`src/rtl/slb_pkg.sv`:
```
`timescale 1ns / 1ps

package slb_pkg;

  // default sizing for the pending length and the byte position counters
  localparam int LENGTH_BITS_DEF   = 16;
  localparam int POSITION_BITS_DEF = 32;

  // result buffer
  localparam int FIFO_DEPTH = 4;
  localparam int FIFO_AW    = $clog2(FIFO_DEPTH);

  // fixed widths of the result fields
  localparam int OFFSET_W = 32;
  localparam int OUTLEN_W = 16;
  localparam int LINE_W   = 32;

  typedef enum logic [2:0] {
    MODE_IDLE,
    MODE_COMMENT,
    MODE_STRING,
    MODE_INT,
    MODE_MINUS,
    MODE_IDENT,
    MODE_ERROR
  } mode_t;

  localparam logic [2:0] KIND_OP      = 3'd0;
  localparam logic [2:0] KIND_KEYWORD = 3'd1;
  localparam logic [2:0] KIND_STRING  = 3'd2;
  localparam logic [2:0] KIND_INT     = 3'd3;
  localparam logic [2:0] KIND_IDENT   = 3'd4;
  localparam logic [2:0] KIND_END     = 3'd5;
  localparam logic [2:0] KIND_ERROR   = 3'd6;

  localparam logic [1:0] ERR_NONE           = 2'd0;
  localparam logic [1:0] ERR_UNKNOWN        = 2'd1;
  localparam logic [1:0] ERR_STRING_END     = 2'd2;
  localparam logic [1:0] ERR_STRING_NEWLINE = 2'd3;

  // keyword match progress on the current identifier
  localparam logic [1:0] KP_NONE = 2'd0;
  localparam logic [1:0] KP_V    = 2'd1;
  localparam logic [1:0] KP_VA   = 2'd2;
  localparam logic [1:0] KP_VAR  = 2'd3;

  localparam logic [7:0] CH_HASH    = 8'h23;
  localparam logic [7:0] CH_LBRACE  = 8'h7B;
  localparam logic [7:0] CH_RBRACE  = 8'h7D;
  localparam logic [7:0] CH_LBRACK  = 8'h5B;
  localparam logic [7:0] CH_RBRACK  = 8'h5D;
  localparam logic [7:0] CH_LPAREN  = 8'h28;
  localparam logic [7:0] CH_RPAREN  = 8'h29;
  localparam logic [7:0] CH_EQUAL   = 8'h3D;
  localparam logic [7:0] CH_SEMI    = 8'h3B;
  localparam logic [7:0] CH_DOT     = 8'h2E;
  localparam logic [7:0] CH_MINUS   = 8'h2D;
  localparam logic [7:0] CH_QUOTE   = 8'h22;
  localparam logic [7:0] CH_NEWLINE = 8'h0A;
  localparam logic [7:0] CH_SPACE   = 8'h20;
  localparam logic [7:0] CH_V       = 8'h76;
  localparam logic [7:0] CH_A       = 8'h61;
  localparam logic [7:0] CH_R       = 8'h72;

  typedef struct packed {
    logic [2:0]          token_kind;
    logic [OFFSET_W-1:0] start_offset;
    logic [OUTLEN_W-1:0] token_length;
    logic [LINE_W-1:0]   start_line;
    logic [7:0]          first_byte;
    logic [1:0]          error_code;
    logic                last_of_run;
  } token_t;

  function automatic logic is_digit(input logic [7:0] b);
    return (b >= 8'h30) && (b <= 8'h39);
  endfunction

  function automatic logic is_alpha(input logic [7:0] b);
    return ((b >= 8'h61) && (b <= 8'h7A)) || ((b >= 8'h41) && (b <= 8'h5A));
  endfunction

  function automatic logic is_space(input logic [7:0] b);
    return (b == CH_SPACE) || ((b >= 8'h09) && (b <= 8'h0D));
  endfunction

  function automatic logic is_op(input logic [7:0] b);
    return (b == CH_LBRACE) || (b == CH_RBRACE) || (b == CH_LBRACK) ||
           (b == CH_RBRACK) || (b == CH_LPAREN) || (b == CH_RPAREN) ||
           (b == CH_EQUAL)  || (b == CH_SEMI)   || (b == CH_DOT);
  endfunction

endpackage

```
`src/rtl/script_lexer_byte_stream_unit.sv`:
```
`timescale 1ns / 1ps

// channel  dir  handshake          payload
// -------  ---  -----------------  -------------------------------------------------
// s        in   s_tvalid/s_tready  s_tdata source byte, s_tlast end of input
// m        out  m_tvalid/m_tready  m_tdata token fields, m_tuser kind, m_tlast last
//
// one source word is taken per cycle when s_tready is high; the lexer state updates in
// the same cycle and its tokens (zero, one or two) land in a four-entry result buffer
// s_tready is high while the buffer has at least two free entries, so a stalled output side
// stops input after three or four tokens have queued up
// rst (synchronous) returns the lexer to idle at offset 0, line 1 and
// empties the buffer

module script_lexer_byte_stream_unit #(
  parameter int LENGTH_BITS   = slb_pkg::LENGTH_BITS_DEF,
  parameter int POSITION_BITS = slb_pkg::POSITION_BITS_DEF
) (
  input  logic        clk,
  input  logic        rst,
  input  logic        s_tvalid,
  output logic        s_tready,
  input  logic [7:0]  s_tdata,   // in_byte
  input  logic        s_tlast,   // end_of_input
  output logic        m_tvalid,
  input  logic        m_tready,
  output logic [95:0] m_tdata,   // start_offset, token_length, start_line, first_byte,
                                 // error_code, zero fill
  output logic [2:0]  m_tuser,   // token_kind
  output logic        m_tlast    // last_of_run
);

  logic            step;
  logic [1:0]      res_count;
  slb_pkg::token_t res0, res1, head;
  logic            room;

  // a word is taken only when its tokens are sure to fit
  assign s_tready = room;
  assign step     = s_tvalid && s_tready;

  slb_lexer #(
    .LENGTH_BITS   (LENGTH_BITS),
    .POSITION_BITS (POSITION_BITS)
  ) u_lexer (
    .clk          (clk),
    .rst          (rst),
    .step         (step),
    .in_byte      (s_tdata),
    .end_of_input (s_tlast),
    .res_count    (res_count),
    .res0         (res0),
    .res1         (res1)
  );

  // result register stage, decouples the output stall from the input side
  slb_result_fifo u_fifo (
    .clk      (clk),
    .rst      (rst),
    .wr_count (res_count),
    .wr0      (res0),
    .wr1      (res1),
    .room     (room),
    .rd_valid (m_tvalid),
    .rd_ready (m_tready),
    .rd_data  (head)
  );

  assign m_tdata = {6'b000000, head.error_code, head.first_byte, head.start_line,
                    head.token_length, head.start_offset};
  assign m_tuser = head.token_kind;
  assign m_tlast = head.last_of_run;

endmodule

```
`src/rtl/slb_lexer.sv`:
```
`timescale 1ns / 1ps

module slb_lexer #(
  parameter int LENGTH_BITS   = slb_pkg::LENGTH_BITS_DEF,
  parameter int POSITION_BITS = slb_pkg::POSITION_BITS_DEF
) (
  input  logic            clk,
  input  logic            rst,
  input  logic            step,
  input  logic [7:0]      in_byte,
  input  logic            end_of_input,
  output logic [1:0]      res_count,
  output slb_pkg::token_t res0,
  output slb_pkg::token_t res1
);

  localparam int LEN_W = (LENGTH_BITS > slb_pkg::OUTLEN_W) ? slb_pkg::OUTLEN_W : LENGTH_BITS;

  slb_pkg::mode_t            mode, mode_next;
  logic [POSITION_BITS-1:0]  pos, pos_next;
  logic [slb_pkg::LINE_W-1:0] line, line_next;
  logic [POSITION_BITS-1:0]  pend_start, pend_start_next;
  logic [LEN_W-1:0]          pend_len, pend_len_next;
  logic [slb_pkg::LINE_W-1:0] pend_line, pend_line_next;
  logic [7:0]                pend_first, pend_first_next;
  logic [1:0]                kprog, kprog_next;

  logic [LEN_W-1:0]          len_inc;
  logic                      a_v, b_v, from_idle;
  slb_pkg::token_t           tok_a, tok_b;

  function automatic slb_pkg::token_t make_tok(
    input logic [2:0]                    kind,
    input logic [slb_pkg::OFFSET_W-1:0]  start,
    input logic [slb_pkg::OUTLEN_W-1:0]  len,
    input logic [slb_pkg::LINE_W-1:0]    ln,
    input logic [7:0]                    first,
    input logic [1:0]                    err
  );
    slb_pkg::token_t t;
    t.token_kind   = kind;
    t.start_offset = start;
    t.token_length = len;
    t.start_line   = ln;
    t.first_byte   = first;
    t.error_code   = err;
    t.last_of_run  = 1'b0;
    return t;
  endfunction

  always_ff @(posedge clk) begin
    if (rst) begin
      mode       <= slb_pkg::MODE_IDLE;
      pos        <= '0;
      line       <= slb_pkg::LINE_W'(1);
      pend_start <= '0;
      pend_len   <= '0;
      pend_line  <= slb_pkg::LINE_W'(1);
      pend_first <= '0;
      kprog      <= slb_pkg::KP_NONE;
    end else begin
      mode       <= mode_next;
      pos        <= pos_next;
      line       <= line_next;
      pend_start <= pend_start_next;
      pend_len   <= pend_len_next;
      pend_line  <= pend_line_next;
      pend_first <= pend_first_next;
      kprog      <= kprog_next;
    end
  end

  // saturating growth of the pending token
  assign len_inc = (pend_len == '1) ? pend_len : pend_len + LEN_W'(1);

  always_comb begin
    mode_next       = mode;
    pos_next        = pos;
    line_next       = line;
    pend_start_next = pend_start;
    pend_len_next   = pend_len;
    pend_line_next  = pend_line;
    pend_first_next = pend_first;
    kprog_next      = kprog;
    a_v             = 1'b0;
    b_v             = 1'b0;
    from_idle       = 1'b0;
    tok_a           = '0;
    tok_b           = '0;

    if (step) begin
      if (end_of_input) begin
        // flush the pending token, then the end marker
        unique case (mode)
          slb_pkg::MODE_STRING: begin
            a_v   = 1'b1;
            tok_a = make_tok(slb_pkg::KIND_ERROR, slb_pkg::OFFSET_W'(pend_start),
                             slb_pkg::OUTLEN_W'(pend_len), pend_line, pend_first,
                             slb_pkg::ERR_STRING_END);
          end
          slb_pkg::MODE_INT: begin
            a_v   = 1'b1;
            tok_a = make_tok(slb_pkg::KIND_INT, slb_pkg::OFFSET_W'(pend_start),
                             slb_pkg::OUTLEN_W'(pend_len), pend_line, pend_first,
                             slb_pkg::ERR_NONE);
          end
          slb_pkg::MODE_MINUS: begin
            a_v   = 1'b1;
            tok_a = make_tok(slb_pkg::KIND_ERROR, slb_pkg::OFFSET_W'(pend_start),
                             slb_pkg::OUTLEN_W'(pend_len), pend_line, pend_first,
                             slb_pkg::ERR_UNKNOWN);
          end
          slb_pkg::MODE_IDENT: begin
            a_v   = 1'b1;
            tok_a = make_tok(slb_pkg::KIND_IDENT, slb_pkg::OFFSET_W'(pend_start),
                             slb_pkg::OUTLEN_W'(pend_len), pend_line, pend_first,
                             slb_pkg::ERR_NONE);
          end
          default: begin
          end
        endcase
        b_v   = 1'b1;
        tok_b = make_tok(slb_pkg::KIND_END, slb_pkg::OFFSET_W'(pos), '0, line, 8'h00,
                         slb_pkg::ERR_NONE);
        mode_next       = slb_pkg::MODE_IDLE;
        pos_next        = '0;
        line_next       = slb_pkg::LINE_W'(1);
        pend_start_next = '0;
        pend_len_next   = '0;
        pend_line_next  = slb_pkg::LINE_W'(1);
        pend_first_next = '0;
        kprog_next      = slb_pkg::KP_NONE;
      end else begin
        pos_next = pos + POSITION_BITS'(1);
        if (in_byte == slb_pkg::CH_NEWLINE && line != '1) begin
          line_next = line + slb_pkg::LINE_W'(1);
        end

        unique case (mode)
          slb_pkg::MODE_COMMENT: begin
            if (in_byte == slb_pkg::CH_NEWLINE) begin
              mode_next = slb_pkg::MODE_IDLE;
            end
          end
          slb_pkg::MODE_STRING: begin
            if (in_byte == slb_pkg::CH_QUOTE) begin
              a_v       = 1'b1;
              tok_a     = make_tok(slb_pkg::KIND_STRING, slb_pkg::OFFSET_W'(pend_start),
                                   slb_pkg::OUTLEN_W'(len_inc), pend_line, pend_first,
                                   slb_pkg::ERR_NONE);
              mode_next = slb_pkg::MODE_IDLE;
            end else if (in_byte == slb_pkg::CH_NEWLINE) begin
              a_v       = 1'b1;
              tok_a     = make_tok(slb_pkg::KIND_ERROR, slb_pkg::OFFSET_W'(pend_start),
                                   slb_pkg::OUTLEN_W'(pend_len), pend_line, pend_first,
                                   slb_pkg::ERR_STRING_NEWLINE);
              mode_next = slb_pkg::MODE_ERROR;
            end else begin
              pend_len_next = len_inc;
            end
          end
          slb_pkg::MODE_INT: begin
            if (slb_pkg::is_digit(in_byte)) begin
              pend_len_next = len_inc;
            end else begin
              a_v       = 1'b1;
              tok_a     = make_tok(slb_pkg::KIND_INT, slb_pkg::OFFSET_W'(pend_start),
                                   slb_pkg::OUTLEN_W'(pend_len), pend_line, pend_first,
                                   slb_pkg::ERR_NONE);
              from_idle = 1'b1;
            end
          end
          slb_pkg::MODE_MINUS: begin
            if (slb_pkg::is_digit(in_byte)) begin
              pend_len_next = len_inc;
              mode_next     = slb_pkg::MODE_INT;
            end else begin
              // lone minus, the byte after it is dropped
              a_v       = 1'b1;
              tok_a     = make_tok(slb_pkg::KIND_ERROR, slb_pkg::OFFSET_W'(pend_start),
                                   slb_pkg::OUTLEN_W'(pend_len), pend_line, pend_first,
                                   slb_pkg::ERR_UNKNOWN);
              mode_next = slb_pkg::MODE_ERROR;
            end
          end
          slb_pkg::MODE_IDENT: begin
            if (slb_pkg::is_digit(in_byte) || slb_pkg::is_alpha(in_byte)) begin
              pend_len_next = len_inc;
              if (kprog == slb_pkg::KP_V && in_byte == slb_pkg::CH_A) begin
                kprog_next = slb_pkg::KP_VA;
              end else if (kprog == slb_pkg::KP_VA && in_byte == slb_pkg::CH_R) begin
                kprog_next = slb_pkg::KP_VAR;
              end else begin
                kprog_next = slb_pkg::KP_NONE;
              end
            end else begin
              a_v        = 1'b1;
              tok_a      = make_tok((kprog == slb_pkg::KP_VAR) ? slb_pkg::KIND_KEYWORD
                                                                : slb_pkg::KIND_IDENT,
                                    slb_pkg::OFFSET_W'(pend_start),
                                    slb_pkg::OUTLEN_W'(pend_len), pend_line, pend_first,
                                    slb_pkg::ERR_NONE);
              kprog_next = slb_pkg::KP_NONE;
              from_idle  = 1'b1;
            end
          end
          slb_pkg::MODE_ERROR: begin
          end
          default: begin
            from_idle = 1'b1;
          end
        endcase

        // start of a new token
        if (from_idle) begin
          mode_next = slb_pkg::MODE_IDLE;
          if (slb_pkg::is_space(in_byte)) begin
          end else if (in_byte == slb_pkg::CH_HASH) begin
            mode_next = slb_pkg::MODE_COMMENT;
          end else if (slb_pkg::is_op(in_byte)) begin
            b_v   = 1'b1;
            tok_b = make_tok(slb_pkg::KIND_OP, slb_pkg::OFFSET_W'(pos),
                             slb_pkg::OUTLEN_W'(1), line, in_byte, slb_pkg::ERR_NONE);
          end else if (in_byte == slb_pkg::CH_QUOTE || slb_pkg::is_digit(in_byte) ||
                       in_byte == slb_pkg::CH_MINUS || slb_pkg::is_alpha(in_byte)) begin
            pend_start_next = pos;
            pend_len_next   = LEN_W'(1);
            pend_line_next  = line;
            pend_first_next = in_byte;
            if (in_byte == slb_pkg::CH_QUOTE) begin
              mode_next = slb_pkg::MODE_STRING;
            end else if (slb_pkg::is_digit(in_byte)) begin
              mode_next = slb_pkg::MODE_INT;
            end else if (in_byte == slb_pkg::CH_MINUS) begin
              mode_next = slb_pkg::MODE_MINUS;
            end else begin
              mode_next  = slb_pkg::MODE_IDENT;
              kprog_next = (in_byte == slb_pkg::CH_V) ? slb_pkg::KP_V : slb_pkg::KP_NONE;
            end
          end else begin
            b_v       = 1'b1;
            tok_b     = make_tok(slb_pkg::KIND_ERROR, slb_pkg::OFFSET_W'(pos),
                                 slb_pkg::OUTLEN_W'(1), line, in_byte,
                                 slb_pkg::ERR_UNKNOWN);
            mode_next = slb_pkg::MODE_ERROR;
          end
        end
      end
    end

    if (b_v) begin
      tok_b.last_of_run = 1'b1;
    end else begin
      tok_a.last_of_run = 1'b1;
    end
  end

  assign res_count = {1'b0, a_v} + {1'b0, b_v};
  assign res0      = a_v ? tok_a : tok_b;
  assign res1      = tok_b;

endmodule

```
`src/rtl/slb_result_fifo.sv`:
```
`timescale 1ns / 1ps

module slb_result_fifo (
  input  logic            clk,
  input  logic            rst,
  input  logic [1:0]      wr_count,
  input  slb_pkg::token_t wr0,
  input  slb_pkg::token_t wr1,
  output logic            room,
  output logic            rd_valid,
  input  logic            rd_ready,
  output slb_pkg::token_t rd_data
);

  slb_pkg::token_t              buf_q [slb_pkg::FIFO_DEPTH];
  logic [slb_pkg::FIFO_AW-1:0]  wp, rp;
  logic [slb_pkg::FIFO_AW:0]    count;
  logic                         pop;

  assign pop      = rd_valid && rd_ready;
  assign rd_valid = (count != '0);
  assign rd_data  = buf_q[rp];
  // two free entries so that a byte giving two tokens always fits
  assign room     = (count <= (slb_pkg::FIFO_AW + 1)'(slb_pkg::FIFO_DEPTH - 2));

  always_ff @(posedge clk) begin
    if (wr_count != 2'd0) begin
      buf_q[wp] <= wr0;
    end
    if (wr_count == 2'd2) begin
      buf_q[wp + slb_pkg::FIFO_AW'(1)] <= wr1;
    end
  end

  always_ff @(posedge clk) begin
    if (rst) begin
      wp    <= '0;
      rp    <= '0;
      count <= '0;
    end else begin
      wp    <= wp + slb_pkg::FIFO_AW'(wr_count);
      if (pop) begin
        rp <= rp + slb_pkg::FIFO_AW'(1);
      end
      count <= count + (slb_pkg::FIFO_AW + 1)'(wr_count)
                     - (slb_pkg::FIFO_AW + 1)'(pop);
    end
  end

endmodule
```
`config.mk`:
```
export PLATFORM = sky130hd
export DESIGN_NAME = script_lexer_byte_stream_unit
export DESIGN_NICKNAME = d
export VERILOG_FILES = /design/src/rtl/slb_pkg.sv /design/src/rtl/script_lexer_byte_stream_unit.sv /design/src/rtl/slb_lexer.sv /design/src/rtl/slb_result_fifo.sv
export SDC_FILE = /design/constraint.sdc
export NUM_CORES = 1
export LEC_CHECK = 0
export BUFFER_PORTS_ARGS = -buffer_cell sky130_fd_sc_hd__buf_4
export CAP_MARGIN = 40
export CORE_UTILIZATION = 60
export CTS_CLUSTER_DIAMETER = 80
export DETAILED_ROUTE_END_ITERATION = 16
export PLACE_DENSITY = 0.86
export SYNTH_ARGS = -nofsm -noshare
export SYNTH_HDL_FRONTEND = slang
export SYNTH_SLANG_ARGS = --single-unit
```
`constraint.sdc`:
```
create_clock -name clk -period 8.5 [get_ports clk]
set_input_delay 1.275 -clock clk [delete_from_list [all_inputs] [get_ports clk]]
set_output_delay 1.275 -clock clk [all_outputs]
set_load 0.005 [all_outputs]
```
; After elaboration in Yosys (flattened, before gate mapping)
; Memories as Yosys holds them, arrays and structs flattened. A register that Yosys moved wholly into a read port is not among the register bits.
; Cells that the tools add are included.
[word_totals]
latchBits = 0
output_inout_bits = 102
rom_bits = 0
n_memories = 1
input_bits = 13
ram_bits = 376
regBits = 164
[mem_list]
columns = memory, depth, word_bits, read_ports, rd_clocked_by_memory_dff, wr, line
row1 = u_fifo.buf_q, 4, 94, 1, 1, 2, slb_result_fifo.sv:15  ; slb_pkg::token_t buf_q [slb_pkg::FIFO_DEPTH];
[classes]
add_sub_neg = 9
muxes = 105
div = 0
n_mul = 0
magnitude_cmp = 9
n_shift = 0
n_bitwise = 0
n_reduce_logical = 35
eq_ne = 34
[ops]
columns = op, n
row1 = 94-bit 2-to-1 mux, 14
row2 = 94-bit case mux with 4 select lines, 2
row3 = 32-bit 2-to-1 mux, 15
row4 = 16-bit 2-to-1 mux, 11
row5 = 93-bit 2-to-1 mux, 1
row6 = "8-bit by 6-bit equality test with 1-bit output, second input constant", 9
row7 = "32-bit by 1-bit adder with 32-bit output, second input constant", 2
row8 = "8-bit by 7-bit equality test with 1-bit output, second input constant", 7
row9 = 8-bit 2-to-1 mux, 6
row10 = 16-bit case mux with 3 select lines, 1
row11 = 3-bit 2-to-1 mux, 13
row12 = "32-bit inequality test, second input constant", 1
row13 = 2-bit 2-to-1 mux, 15
row14 = 1-bit 2-to-1 mux, 24
row15 = "16-bit by 1-bit adder with 16-bit output, second input constant", 1
row16 = "16-bit equality test, second input constant", 1
row17 = "8-bit by 7-bit >= comparator with 1-bit output, second input constant", 2
row18 = "8-bit by 7-bit <= comparator with 1-bit output, second input constant", 2
row19 = 1-bit logical OR, 14
row20 = "3-bit equality test, second input constant", 3
row21 = 1-bit logical AND, 9
row22 = 3-bit case mux with 3 select lines, 1
row23 = "8-bit by 4-bit equality test with 1-bit output, second input constant", 1
row24 = "8-bit by 4-bit >= comparator with 1-bit output, second input constant", 1
row25 = 25 further kinds, 36

; Logic depth before layout (Yosys ltp)
[logic_depth]
word_depth = 19
depth_mapped = 17
mapped_depth_nobuf = 15

; Cells and area by module
; From an unflattened synthesis, not the netlist that was laid out.
[unflattened]
hier_cells = 2210
area_unflattened_um2 = 28220.8
[by_module_without_submodules]
columns = mod, area_each_um2, instances, cells_per_inst, seq_area_each_um2
row1 = slb_result_fifo, 18606.6, 1, 962, 11471.0
row2 = slb_lexer, 9559.2, 1, 1240, 3143.0
row3 = script_lexer_byte_stream_unit, 55.1, 1, 8, 0.0

; Least setup slack after synthesis
; No wires, ideal clock.
[synth_path]
path_kind = input to register
start = in s_tdata[2]
end = mem u_fifo.buf_q[0][81] (netlist bit), data pin
setup_time_ps = 132
required_time_ps = 8368
path_stages = 14
arrival_time_ps = 6176
path_slack_ps = 2192
cell_sequence = buf_2 > or4_4 > o221ai_2 > o211ai_1 > nor2_1 > a31oi_4 > ha_1 > nor3_1 > nor2_1 > inv_1 > o21ai_2 > nor2_8 > buf_6 > a22o_1
[synth_rtl]
columns = element, line
row1 = from (decl), script_lexer_byte_stream_unit.sv:23  ; input logic [7:0] s_tdata,
row2 = to (decl), slb_result_fifo.sv:15

==> flow_summary_export.csv <==
group,metric,value,unit
worst_setup_path,critPathKind,"primary input to flop",
cells_and_area,fillers,2814,
clock_network,hold_buffers,0,
grt,grt_max_degree,64,
detailed_routing,drc,6,
die,die_w,206,µm
placed_design,io_buffers,108,
die,die_height,206,µm
logic_synthesis,syn_inst,1989,
worst_setup_path,cp-end-kind,"flop",
die,rows,74,
logic_synthesis,synth_area_per_cell,12.6,µm²
detailed_routing,viasPerCell,7.11,
sta,slew_viol_final,0,
detailed_routing,vias,18200,
worst_setup_path,crit_family,"buffers and inverters",
detailed_routing,drt_iter0_drc,2340,
run_status,violations,"DRC",
grt,grt_first_pass_wirelength,100,mm
worst_setup_path,max_stage_delay,0.80,ns
job,drv_cap,0,
worst_setup_path,cp.arrival,6.08,ns
sta,period_share,67.6,%
power_and_ir_drop,powerDensity,267,nW/µm²
power_and_ir_drop,p_int,5.25,mW
power_and_ir_drop,p_clk_share,32.0,%
cells_and_area,area_delta_synth_final,11.0,%
logic_synthesis,synthesis.area,25100,µm²
sta,setup_slack,2.76,ns
worst_setup_path,cp_slowest_cell,"clkinv_2",
clock_network,clock_path_buffers,3,
placed_design,gp_congestion,0.877,
placed_design,dp_slack,2.22,ns
power_and_ir_drop,power_switching,2.17,mW
worst_setup_path,cp-start-kind,"primary input",
grt,antenna_found_initial,1,
clock_network,postCtsSetupBuffers,0,
clock_network,clkSinkCount,542,
sta,slew_headroom,32.0,%
logic_synthesis,synth_edf_count,312,
die,initial_core_util,61.1,%
clock_network,cts_tree,"built",
worst_setup_path,crit_path_cell_trace,"buf_4 -> nor4bb_1 -> a21boi_1 -> o211a_1 -> o41a_2 -> inv_2 -> ha_1 -> nor2_1 -> nand2_1 -> and2_1 -> clkinv_2 -> buf_12",
clock_network,clkLatencyLatePin,0.63,ns
worst_setup_path,critPathMaxFanout,50,
die,core,41000,µm²
grt,grt_overflow,0,
die,dieArea,42600,µm²
logic_synthesis,seq_area_frac_synth,55.7,%
sta,fmax,0.174,GHz
detailed_routing,firstDrtPassIters,12,
logic_synthesis,ys_ff_latch,542,
power_and_ir_drop,leakage,9.35,nW
logic_synthesis,async_reset_ff_share,0,%
power_and_ir_drop,peakVddDrop,0.000191,V
power_and_ir_drop,seq_power_share,44.0,%
sta,finalSetupTns,0,ns
cells_and_area,n_antenna_cell,0,
sta,period_minus_slack,5.74,ns
grt,grt.total_usage,30.8,%
placed_design,dp_hpwl,37.7,mm
clock_network,ctsResizeCount,0,
clock_network,clk_pin_slew,0.06,ns
sta,worst_slew_pin_slew,1.02,ns
worst_setup_path,required,8.84,ns
clock_network,numCtsBuffers,53,
power_and_ir_drop,switching_share,29.3,%
clock_network,root_buffer,"clkbuf_16",
worst_setup_path,worstPathBufferInverterCount,4,
logic_synthesis,synth_cell_type_count,89,
detailed_routing,wl_per_cell,25.4,µm
detailed_routing,ant_nets,0,
cells_and_area,drive_above_1_share,17.9,%
sta,clock_skew,0.0211,ns
die,io_pins,115,
grt,first_global_vias,17800,
sta,setup_viol,0,
logic_synthesis,synth-main-ff-cell,"edfxtp_1",
sta,rsz0062_at_grt,"no",
cells_and_area,layout.nets,2004,
power_and_ir_drop,power_frac_comb,24.0,%
clock_network,h-tree-depth,2,
run_status,run_status,"finished with violations",
logic_synthesis,ys_warn_count,0,
worst_hold_path,hold_class,"flop to flop",
detailed_routing,wirelength,65.0,mm
sta,finalHoldViolations,0,
-- state kept, by name (all words and copies together), names as in the netlist, named ones only --
signal              count
u_fifo.wp               2
u_fifo.count            3
u_lexer.pend_start     32
u_fifo.rp               2
u_lexer.mode            3
u_lexer.kprog           2
u_fifo.buf_q          376
u_lexer.pos            32
u_lexer.pend_line      32
u_lexer.pend_first      8
u_lexer.pend_len       16
u_lexer.line           32
-- cells by family (layout without fill, tap and decap cells) --
| group | after synthesis | after routing | synth area share (%) |
|---|---|---|---|
| buf+inv | 240 | 271 | 4.54 |
| fa+ha+maj | 10 | 10 | 0.529 |
| simple gates | 429 | 429 | 8.91 |
| mux | 98 | 98 | 8.60 |
| other cells | 1 | 6 | 0.0150 |
| xor+xnor | 59 | 59 | 2.06 |
| flops | 542 | 542 | 55.7 |
| compound gates | 610 | 610 | 19.6 |
-- synthesized netlist by cell type (30+ instances only) --
| master | count | area, µm² |
|---|---|---|
| a22o_1 | 360 | 3150 |
| edfxtp_1 | 312 | 9370 |
| dfxtp_1 | 230 | 4600 |
| clkbuf_1 | 133 | 499 |
| nor2_1 | 111 | 417 |
| nand2_1 | 103 | 387 |
| mux4_2 | 94 | 2120 |
| o21ai_0 | 63 | 315 |
| nand3_1 | 49 | 245 |
| a21oi_1 | 37 | 185 |
| a32o_1 | 37 | 370 |
| xnor2_1 | 30 | 263 |
-- layout make-up --
type                            instances  area [µm²]  share of cell area, %
Inverter                               27         106                  0.382
Clock buffer                           81        1570                   5.65
Clock inverter                         18         203                  0.728
Timing Repair Buffer                  145        1280                   4.59
Sequential cell                       542       14000                   50.2
Multi-Input combinational cell       1212       10000                   36.0
Tap cell                              532         666                   2.39
-- worst min-delay path, delay by kind of cell (launching register included) --
family / cells / cell delay, ns
DFF: 1 / 0.31
and+or+nand+nor: 1 / 0.05
AOI/OAI and AO/OA: 1 / 0.05
-- power groups by stage --
stage	registers (mW)	logic, mW	clock network (mW)
detailed placement	3.31	1.77	0
floorplan	3.24	1.05	0
global route	3.29	1.89	2.49
global placement	3.29	1.73	0
finish	3.26	1.78	2.38
CTS	3.26	1.78	2.38
-- path summary, 6_finish.rpt --
path,from,slack (ns),depth (start not counted),endpoint
setup reg to reg,u_lexer.mode[1],3.27,11,u_fifo.buf_q[2][66]
setup / recovery,s_tdata[5],2.76,12,u_fifo.buf_q[2][66]
hold reg to reg,u_fifo.buf_q[3][50],0.45,2,u_fifo.buf_q[3][50]
hold / removal,u_fifo.buf_q[3][50],0.45,2,u_fifo.buf_q[3][50]
-- metal layers --
metal  share of wire (%)  vias to the layer above  routed length, µm  global-route usage (%)
li1                    -                     7796                  -                       -
met1                  38                     9075              24400                    40.1
met5               0.017                        -                 11                       0
met2                  49                     1130              31700                    50.6
met4                 3.7                        2               2380                    13.4
met3                  10                      178               6540                    5.58
-- metrics by stage --
step	std cells	hold slack, ns	utilization [%]	total power [mW]	area (µm²)
4_1_cts	2557	0.454	67.8	7.42	27800
6_report	2557	0.455	67.8	7.42	27800
5_1_grt	2557	0.471	67.8	7.67	27800
2_1_floorplan	1994	0.420	-	4.30	25100
3_3_place_gp	2445	0.428	62.8	5.01	25800
3_5_place_dp	2458	0.444	63.5	5.08	26100
-- layout by cell type, fill, tap and decap left out, drive strengths merged, types with 5 or more instances in the layout --
| cell | count |
|---|---|
| a211oi | 7 |
| a21o | 5 |
| a21oi | 38 |
| a22o | 360 |
| a22oi | 5 |
| a31oi | 16 |
| a32o | 37 |
| and2 | 11 |
| and3 | 14 |
| and4 | 12 |
| buf | 145 |
| clkbuf | 81 |
| clkinv | 18 |
| conb | 6 |
| dfxtp | 230 |
| edfxtp | 312 |
| ha | 9 |
| inv | 24 |
| mux4 | 94 |
| nand2 | 103 |
| nand2b | 5 |
| nand3 | 49 |
| nand3b | 9 |
| nand4 | 16 |
| nor2 | 120 |
| nor2b | 12 |
| nor3 | 23 |
| nor3b | 7 |
| nor4 | 6 |
| o211ai | 7 |
| o21ai | 73 |
| o22ai | 21 |
| or2 | 5 |
| or3 | 17 |
| or4 | 5 |
| xnor2 | 30 |
| xor2 | 29 |
Power figures use the tool's default switching activity.
